==> config.mk <==
export PLATFORM = sky130hd
export DESIGN_NAME = fit_block_allocator_top_flat
export DESIGN_NICKNAME = d
export VERILOG_FILES = /design/src/fba_pkg.sv /design/src/fba_if.sv /design/src/fba_ram.sv /design/src/fit_block_allocator_top.sv /design/src/flat_wrapper.sv
export VERILOG_INCLUDE_DIRS = /design/src /design/src/src
export SDC_FILE = /design/constraint.sdc
export NUM_CORES = 1
export LEC_CHECK = 0
export BUFFER_PORTS_ARGS = -buffer_cell sky130_fd_sc_hd__buf_4
export CAP_MARGIN = 20
export CORE_MARGIN = 10
export CORE_UTILIZATION = 40
export CTS_CLUSTER_DIAMETER = 150
export DETAILED_ROUTE_END_ITERATION = 7
export GPL_ROUTABILITY_DRIVEN = 0
export PLACE_DENSITY_LB_ADDON = 0.05
export SYNTH_ARGS = -nofsm -noshare
export SYNTH_HDL_FRONTEND = slang
export SYNTH_SLANG_ARGS = --single-unit
==> constraint.sdc <==
create_clock -name clk -period 3.2 [get_ports clk]
set_clock_uncertainty 0.15 [all_clocks]
set_input_delay 0.64 -clock clk [delete_from_list [all_inputs] [get_ports clk]]
set_output_delay 0.64 -clock clk [all_outputs]
set_load 0.03 [all_outputs]
==> src/fit_block_allocator_top_macros.svh <==
// assertion macros for the fit block allocator
// expects clk and rst in the scope of each use; no other dependencies
`ifndef FIT_BLOCK_ALLOCATOR_TOP_MACROS_SVH
`define FIT_BLOCK_ALLOCATOR_TOP_MACROS_SVH

`ifndef SYNTHESIS
// same-cycle implication, disabled during reset
`define FBA_ASSERT_SAME(lbl, ante, cons) \
  lbl: assert property (@(posedge clk) disable iff (rst) (ante) |-> (cons)) \
    else $error("fit block allocator check failed");
// next-cycle implication, disabled during reset
`define FBA_ASSERT_NEXT(lbl, ante, cons) \
  lbl: assert property (@(posedge clk) disable iff (rst) (ante) |=> (cons)) \
    else $error("fit block allocator check failed");
`else
`define FBA_ASSERT_SAME(lbl, ante, cons)
`define FBA_ASSERT_NEXT(lbl, ante, cons)
`endif

`endif

==> src/fba_pkg.sv <==
// shared constants and item types of the fit block allocator
// no dependencies
`default_nettype none

package fba_pkg;

  // table geometry
  localparam int NUM_BLOCKS   = 16;
  localparam int SIZE_WIDTH   = 16;
  localparam int MAX_REQUESTS = 32;
  localparam int BLK_W        = $clog2(NUM_BLOCKS);
  localparam int CNT_W        = $clog2(NUM_BLOCKS + 1);
  localparam int SEQ_W        = $clog2(MAX_REQUESTS);

  // field widths of the items
  localparam int SLOT_W   = 4;
  localparam int AMOUNT_W = 16;
  localparam int CFG_W    = 5;
  localparam int CFG_IDX_W = 1;

  // configuration register indexes
  localparam logic [CFG_IDX_W-1:0] REG_FIT_MODE      = 1'b0;
  localparam logic [CFG_IDX_W-1:0] REG_BLOCKS_IN_USE = 1'b1;

  // fit modes; the unused code behaves as first fit
  localparam logic [1:0] FIT_FIRST = 2'd0;
  localparam logic [1:0] FIT_BEST  = 2'd1;
  localparam logic [1:0] FIT_WORST = 2'd2;

  // item operations
  localparam logic OP_LOAD    = 1'b0;
  localparam logic OP_REQUEST = 1'b1;

  typedef struct packed {
    logic                op;
    logic [SLOT_W-1:0]   block_slot;
    logic [AMOUNT_W-1:0] amount;
  } cmd_item_t;

  typedef struct packed {
    logic                granted;
    logic [SLOT_W-1:0]   block_number;
    logic [AMOUNT_W-1:0] remaining;
    logic [SEQ_W-1:0]    request_number;
  } rsp_item_t;

endpackage

`default_nettype wire

==> src/fba_if.sv <==
// valid/ready channels carrying command and response items
// depends on fba_pkg
`default_nettype none

interface fba_cmd_if;
  import fba_pkg::*;

  logic      valid;
  logic      ready;
  cmd_item_t item;

  modport source (output valid, output item, input ready);
  modport sink   (input valid, input item, output ready);
endinterface

interface fba_rsp_if;
  import fba_pkg::*;

  logic      valid;
  logic      ready;
  rsp_item_t item;

  modport source (output valid, output item, input ready);
  modport sink   (input valid, input item, output ready);
endinterface

`default_nettype wire

==> src/fba_ram.sv <==
// generic single-write, single-read ram with registered read data
// no dependencies
`default_nettype none

module fba_ram #(
  parameter int WIDTH = 16,
  parameter int DEPTH = 16
) (
  input  wire logic                     clk,
  input  wire logic                     we,
  input  wire logic [$clog2(DEPTH)-1:0] waddr,
  input  wire logic [WIDTH-1:0]         wdata,
  input  wire logic [$clog2(DEPTH)-1:0] raddr,
  output      logic [WIDTH-1:0]         rdata
);

  logic [WIDTH-1:0] mem [DEPTH];

  // write port
  always_ff @(posedge clk) begin
    if (we) begin
      mem[waddr] <= wdata;
    end
  end

  // registered read port
  always_ff @(posedge clk) begin
    rdata <= mem[raddr];
  end

endmodule

`default_nettype wire

==> src/fit_block_allocator_top.sv <==
// fit block allocator: free-size table with first, best and worst fit search
// depends on fba_pkg, fba_if, fba_ram and fit_block_allocator_top_macros.svh
// usage
//   cmd carries items: a load writes amount as the free size of block_slot,
//   a request asks for amount and is granted a block from the first
//   blocks_in_use entries (capped at 16) by the rule in fit_mode.
//   rsp returns one item per command: the chosen or written block, the size
//   left in it, and for requests the grant flag and a 5-bit sequence number.
//   cfg_we/cfg_index/cfg_data write fit_mode (index 0) or blocks_in_use
//   (index 1); write only while no command is in flight.
// sequencing
//   a load is written to the table and the response register from S_LOAD; a
//   request passes through S_SCAN and then S_WRITE: the table ram is read
//   one entry a cycle into the single fit comparator, then one subtract
//   writes the chosen block back. cmd.ready is high only while the sequencer
//   is idle, so a new command waits until the last one is through.
// reset and stalls
//   rst (synchronous) sets first fit, 16 blocks and sequence number zero;
//   the table holds no data until loaded. A command may be accepted while a
//   response waits; its own response then waits until rsp is taken.
`default_nettype none

`include "fit_block_allocator_top_macros.svh"

module fit_block_allocator_top (
  input  wire logic                          clk,
  input  wire logic                          rst,
  input  wire logic                          cfg_we,
  input  wire logic [fba_pkg::CFG_IDX_W-1:0] cfg_index,
  input  wire logic [fba_pkg::CFG_W-1:0]     cfg_data,
  fba_cmd_if.sink                            cmd,
  fba_rsp_if.source                          rsp
);
  import fba_pkg::*;

  typedef enum logic [3:0] {
    S_IDLE  = 4'b0001,
    S_LOAD  = 4'b0010,
    S_SCAN  = 4'b0100,
    S_WRITE = 4'b1000
  } state_t;

  state_t                state;
  logic [1:0]            fit_mode;
  logic [CNT_W-1:0]      blocks_in_use;
  logic [SEQ_W-1:0]      request_count;
  cmd_item_t             cur;
  logic [CNT_W-1:0]      rd_idx;
  logic [BLK_W-1:0]      cmp_idx;
  logic                  cmp_valid;
  logic                  found;
  logic [BLK_W-1:0]      pick;
  logic [SIZE_WIDTH-1:0] best;
  logic                  rsp_valid;
  rsp_item_t             rsp_item;

  logic                  cmd_fire;
  logic                  rsp_free;
  logic [CNT_W-1:0]      limit;
  logic                  issue;
  logic                  fits;
  logic                  better;
  logic [SIZE_WIDTH-1:0] rdata;
  logic [SIZE_WIDTH-1:0] left;
  logic                  ram_we;
  logic [BLK_W-1:0]      ram_waddr;
  logic [SIZE_WIDTH-1:0] ram_wdata;

  assign cmd_fire  = cmd.valid && cmd.ready;
  assign cmd.ready = (state == S_IDLE);
  assign rsp_free  = !rsp_valid || rsp.ready;
  assign rsp.valid = rsp_valid;
  assign rsp.item  = rsp_item;

  // entries searched, saturated to the table size
  assign limit = (blocks_in_use > CNT_W'(NUM_BLOCKS)) ? CNT_W'(NUM_BLOCKS) : blocks_in_use;
  assign issue = (state == S_SCAN) && (rd_idx < limit);

  // shared fit comparator on the entry just read
  assign fits   = (rdata >= cur.amount[SIZE_WIDTH-1:0]);
  assign better = !found
               || ((fit_mode == FIT_BEST)  && (rdata < best))
               || ((fit_mode == FIT_WORST) && (rdata > best));

  // one subtract for the write-back of the chosen block
  assign left = best - cur.amount[SIZE_WIDTH-1:0];

  // table write port: a load or the grant write-back
  always_comb begin
    ram_we    = 1'b0;
    ram_waddr = pick;
    ram_wdata = left;
    if (state == S_LOAD) begin
      ram_we    = rsp_free;
      ram_waddr = cur.block_slot[BLK_W-1:0];
      ram_wdata = cur.amount[SIZE_WIDTH-1:0];
    end else if (state == S_WRITE) begin
      ram_we = rsp_free && found;
    end
  end

  fba_ram #(
    .WIDTH (SIZE_WIDTH),
    .DEPTH (NUM_BLOCKS)
  ) u_table (
    .clk   (clk),
    .we    (ram_we),
    .waddr (ram_waddr),
    .wdata (ram_wdata),
    .raddr (rd_idx[BLK_W-1:0]),
    .rdata (rdata)
  );

  // configuration registers
  always_ff @(posedge clk) begin
    if (rst) begin
      fit_mode      <= FIT_FIRST;
      blocks_in_use <= CNT_W'(NUM_BLOCKS);
    end else if (cfg_we) begin
      unique case (cfg_index)
        REG_FIT_MODE:      fit_mode      <= cfg_data[1:0];
        REG_BLOCKS_IN_USE: blocks_in_use <= cfg_data[CNT_W-1:0];
        default: ;
      endcase
    end
  end

  // sequencer and control state
  always_ff @(posedge clk) begin
    if (rst) begin
      state         <= S_IDLE;
      request_count <= '0;
      rsp_valid     <= 1'b0;
      cmp_valid     <= 1'b0;
      found         <= 1'b0;
    end else begin
      // response flag: set when an item completes, cleared once taken
      if (((state == S_LOAD) || (state == S_WRITE)) && rsp_free) begin
        rsp_valid <= 1'b1;
      end else if (rsp.ready) begin
        rsp_valid <= 1'b0;
      end
      unique case (state)
        S_IDLE: begin
          if (cmd_fire) begin
            state     <= (cmd.item.op == OP_REQUEST) ? S_SCAN : S_LOAD;
            found     <= 1'b0;
            cmp_valid <= 1'b0;
          end
        end
        S_LOAD: begin
          if (rsp_free) begin
            state <= S_IDLE;
          end
        end
        S_SCAN: begin
          cmp_valid <= issue;
          if (cmp_valid && fits && better) begin
            found <= 1'b1;
          end
          if (!issue && !cmp_valid) begin
            state <= S_WRITE;
          end
        end
        S_WRITE: begin
          if (rsp_free) begin
            request_count <= request_count + SEQ_W'(1);
            state         <= S_IDLE;
          end
        end
        default: state <= S_IDLE;
      endcase
    end
  end

  // datapath registers
  always_ff @(posedge clk) begin
    if (cmd_fire) begin
      cur    <= cmd.item;
      rd_idx <= '0;
    end
    if (issue) begin
      rd_idx  <= rd_idx + CNT_W'(1);
      cmp_idx <= rd_idx[BLK_W-1:0];
    end
    if ((state == S_SCAN) && cmp_valid && fits && better) begin
      pick <= cmp_idx;
      best <= rdata;
    end
    // response register
    if ((state == S_LOAD) && rsp_free) begin
      rsp_item.granted        <= 1'b0;
      rsp_item.block_number   <= cur.block_slot;
      rsp_item.remaining      <= AMOUNT_W'(cur.amount[SIZE_WIDTH-1:0]);
      rsp_item.request_number <= '0;
    end else if ((state == S_WRITE) && rsp_free) begin
      rsp_item.granted        <= found;
      rsp_item.block_number   <= found ? SLOT_W'(pick) : '0;
      rsp_item.remaining      <= found ? AMOUNT_W'(left) : '0;
      rsp_item.request_number <= request_count;
    end
  end

  // checks
  `FBA_ASSERT_SAME(a_pick_in_range, (state == S_WRITE) && found, CNT_W'(pick) < limit)
  `FBA_ASSERT_SAME(a_scan_bounded, state == S_SCAN, rd_idx <= limit)
  `FBA_ASSERT_NEXT(a_request_scans, cmd_fire && (cmd.item.op == OP_REQUEST), state == S_SCAN)
  `FBA_ASSERT_NEXT(a_seq_advances, (state == S_WRITE) && rsp_free,
                   rsp_valid && (request_count == $past(request_count) + SEQ_W'(1)))

endmodule

`default_nettype wire
==> src/flat_wrapper.sv <==
// flat-port wrapper written by rule: the top's interface ports become plain ports
module fit_block_allocator_top_flat import fba_pkg::*;
  (clk, rst, cfg_we, cfg_index, cfg_data, cmd_valid, cmd_item, cmd_ready, rsp_valid, rsp_item, rsp_ready);
  fba_cmd_if cmd_i ();
  fba_rsp_if rsp_i ();
  input  wire logic clk;
  input  wire logic rst;
  input  wire logic cfg_we;
  input  wire logic [fba_pkg::CFG_IDX_W-1:0] cfg_index;
  input  wire logic [fba_pkg::CFG_W-1:0] cfg_data;
  input wire logic [$bits(cmd_i.valid)-1:0] cmd_valid;
  input wire logic [$bits(cmd_i.item)-1:0] cmd_item;
  output wire logic [$bits(cmd_i.ready)-1:0] cmd_ready;
  output wire logic [$bits(rsp_i.valid)-1:0] rsp_valid;
  output wire logic [$bits(rsp_i.item)-1:0] rsp_item;
  input wire logic [$bits(rsp_i.ready)-1:0] rsp_ready;
  assign cmd_i.valid = cmd_valid;
  assign cmd_i.item = cmd_item;
  assign cmd_ready = cmd_i.ready;
  assign rsp_valid = rsp_i.valid;
  assign rsp_item = rsp_i.item;
  assign rsp_i.ready = rsp_ready;
  fit_block_allocator_top u_core (.clk(clk), .rst(rst), .cfg_we(cfg_we), .cfg_index(cfg_index), .cfg_data(cfg_data), .cmd(cmd_i), .rsp(rsp_i));
endmodule
==> results.cfg <==
[routing]
antenna_left = 0
drtPass1Iterations = 4
drt_iter0_drc = 503
drcViolationCount = 0
finalWirelength_mm = 36.2
vias_per_cell = 5.12
num_vias = 8106
wire_per_inst_um = 22.9

[timing]
fin_crit_sh = 0.973
worst_slew_pin_slew_ns = 0.834
slew_violations = 0
relSlewSlack = 0.444
grt_setup_unrepaired = true
setup_tns_ns = 0
setup_viol = 0
fmax_ghz = 0.321
finalCriticalPeriod_ns = 3.11
hold_violations = 0

[synth]
synthFlopType = edfxtp_1
syn_area_per_cell_um2 = 16.7
syn-instance-count = 909
synth_top_area_frac = 0.641
ys_async_sr_fraction = 0
yosysWarnings = 0
synthTopCellsByArea = edfxtp_1 64%, mux4_2 12%, dfxtp_1 5.4%
yosysTopAreaCell = edfxtp_1
synth_cell_types = 53
ys_seq_area_frac = 0.695
synth_area_um2 = 15200
ys_ff_latch = 366
synth_nets = 995
synth_edf_count = 325

[critical_path]
critical_path.endpoint = u_core.rsp.item[19]
worst_r2r_path_depth = 13
path_class = register to register
crit_path_start = u_core.best[0]
cp_data_arrival_time_ns = 3.26
r2r_end = u_core.rsp.item[19]
cp-end-kind = register
critPathRequiredTime_ns = 3.35
rr_startpoint = u_core.best[0]
crit_path_start_kind = register
r2r_setup_slack_ns = 0.09
worstPathMaxFanout = 2

[global_route]
grt_use_met3 = 0.0249
grt_most_used_layer = met2
grt_pass1_vias = 8561
grtUsageTotal = 0.158
grt-ovfl-total = 0
grt_pass1_wl_mm = 54.7
antenna_found_initial = 2
grt_util_met2 = 0.269
use_met1 = 0.204
grt_max_degree = 68

[floorplanning]
die_h_um = 215
die_area_um2 = 46200
fp.coreArea_um2 = 37600
die_x_um = 215
initial_core_util = 0.405
rows = 71
num_io_pins = 60

[clock_tree]
cts_tree = built
cts-root-buf = clkbuf_16
h-tree-depth = 2
cts_buffers = 41
cts.path.max_buffers = 3
clock_sinks = 366
worstSkewPairLatency_ns = 0.56
path_clk_slew_ns = 0.06

[power_and_ir_drop]
p_sw_mw = 3.37
pwr-share-seq = 0.460
power.static_leakage_nw = 6.34
clock_power_share = 0.362
power_density_nw_per_um2 = 706
p_total_mw = 12.9
irDropWorstVdd_mv = 0.395
swShare = 0.262
p_comb_frac = 0.178
internal_power_mw = 9.50

[cells_and_area]
nets = 1126
stdcell_count = 1583
final_common_cell = edfxtp_1
fillers = 3219
syn_to_final_growth_pct = 19.8
fin_util = 0.485
drive_gt1_frac = 0.266
antenna_cells = 0
final_cell_mix = 325 x edfxtp_1, 105 x buf_4, 80 x mux4_2

[place]
port_buffers = 59
dp_hpwl_mm = 22.8
dp.cells = 1506

[flow_run]
maxCapViolCount = 0

[status]
status = finished, final reports clean

[worst_hold_path]
hold_path.class = input pin to register
## per-layer routing
| layer | vias to the layer above | share of wire |
|---|---|---|
| li1 | 3815 | - |
| met1 | 4109 | 0.43 |
| met2 | 128 | 0.51 |
| met3 | 54 | 0.044 |
| met4 | 0 | 0.022 |
| met5 | - | 0 |
## power groups by stage
stage	clock network, mW	logic (mW)	registers [mW]
6_report	4.66	2.29	5.91
5_1_grt	5.02	2.55	5.94
4_1_cts	4.80	2.33	5.92
3_5_place_dp	0	2.31	6.01
3_3_place_gp	0	2.31	6.01
2_1_floorplan	0	1.42	5.99
## registers in the layout, indices dropped and copies added, names as in the netlist
name                  cells
u_core.u_table.mem      256
u_core.rsp.item          26
u_core.cur               20
u_core.best              16
u_core.u_table.rdata     16
u_core.blocks_in_use      5
u_core.rd_idx             5
u_core.request_count      5
u_core.cmp_idx            4
u_core.pick               4
u_core.state              4
u_core.fit_mode           2
u_core.cmp_valid          1
u_core.found              1
u_core.rsp.valid          1
## synthesized netlist by cell type, types with 2 or more instances
master    count
ha_1         53
clkbuf_1     22
nand4_1       7
o21bai_1      2
xor2_1       11
nor2b_1       8
buf_1         4
nand2b_1      6
o211ai_1      2
mux4_2       80
a31oi_1       5
inv_1        45
nor3_1        4
a211o_1       4
or3_1         3
o21ai_1       6
nand2_1      65
nor2_1       53
a21oi_2       2
xnor2_1      10
buf_2         6
o221ai_1      2
a22o_1        7
nand3_1      11
o21ai_0      34
dfxtp_1      41
a211oi_1      6
a21oi_1      39
a21o_1        7
edfxtp_1    325
nor4_1        2
nand3b_1      2
and3_1        3
mux2i_1       9
nor3b_1       2
and2_1        4
## how the worst min path moves through the flow
stage | depth (start not counted) | endpoint | start
after floorplan | 0 | u_core.pick[0] | u_core.cmp_idx[0]
after global placement | 0 | u_core.pick[0] | u_core.cmp_idx[0]
after detailed placement | 0 | u_core.pick[1] | u_core.cmp_idx[1]
after CTS | 1 | u_core.cur[17] | cmd_item[17]
after global routing | 1 | u_core.cur[14] | cmd_item[14]
final | 1 | u_core.cur[9] | cmd_item[9]
## metrics by stage
stage | hold WS, ns | setup WS (ns) | cell area, um2
after floorplan | 0.250 | 0.0900 | 15200
after global placement | 0.257 | -0.0302 | 16800
after detailed placement | 0.255 | -0.0529 | 16800
after CTS | 0.0739 | 0.00354 | 18200
after global routing | 0.0801 | -0.00900 | 18200
final | 0.109 | 0.0858 | 18200
## logic make-up after synthesis
family,share of synthesized area
compound gates,0.0517
xor+xnor,0.0121
fa+ha+maj,0.0449
buf+inv,0.0195
flops,0.695
mux,0.124
simple gates,0.0521
## timing repair
item / in CTS / in global routing
buffers inserted: 1 / 1
resized for setup: 1 / 8
setup endpoints to repair: 16 / 49
hold buffers: 0 / 0
pin swaps: 1 / 2
## cell type report
cell class              instances  area [um2]  area share
multi-input cells             466        4410       0.242
inverters                      45         169     0.00926
flip-flops and latches        366       10600       0.580
repair buffers                120        1080      0.0592
clock inverters                19         236      0.0130
well taps                     511         639      0.0351
clock buffers                  56        1110      0.0610
## worst max-delay path, cell delays in order (launching register included)
cell and delay (ns):
edfxtp_1 0.38, inv_1 0.08, ha_2 0.19, inv_2 0.04, fa_2 0.35, a21oi_2 0.18, o21ai_2 0.09, a2111o_1 0.47
a211o_1 0.30, a21oi_2 0.17, xor2_2 0.21, buf_4 0.14, buf_6 0.08, o21ai_2 0.04
Note: power is estimated with default switching activity, not from simulation.
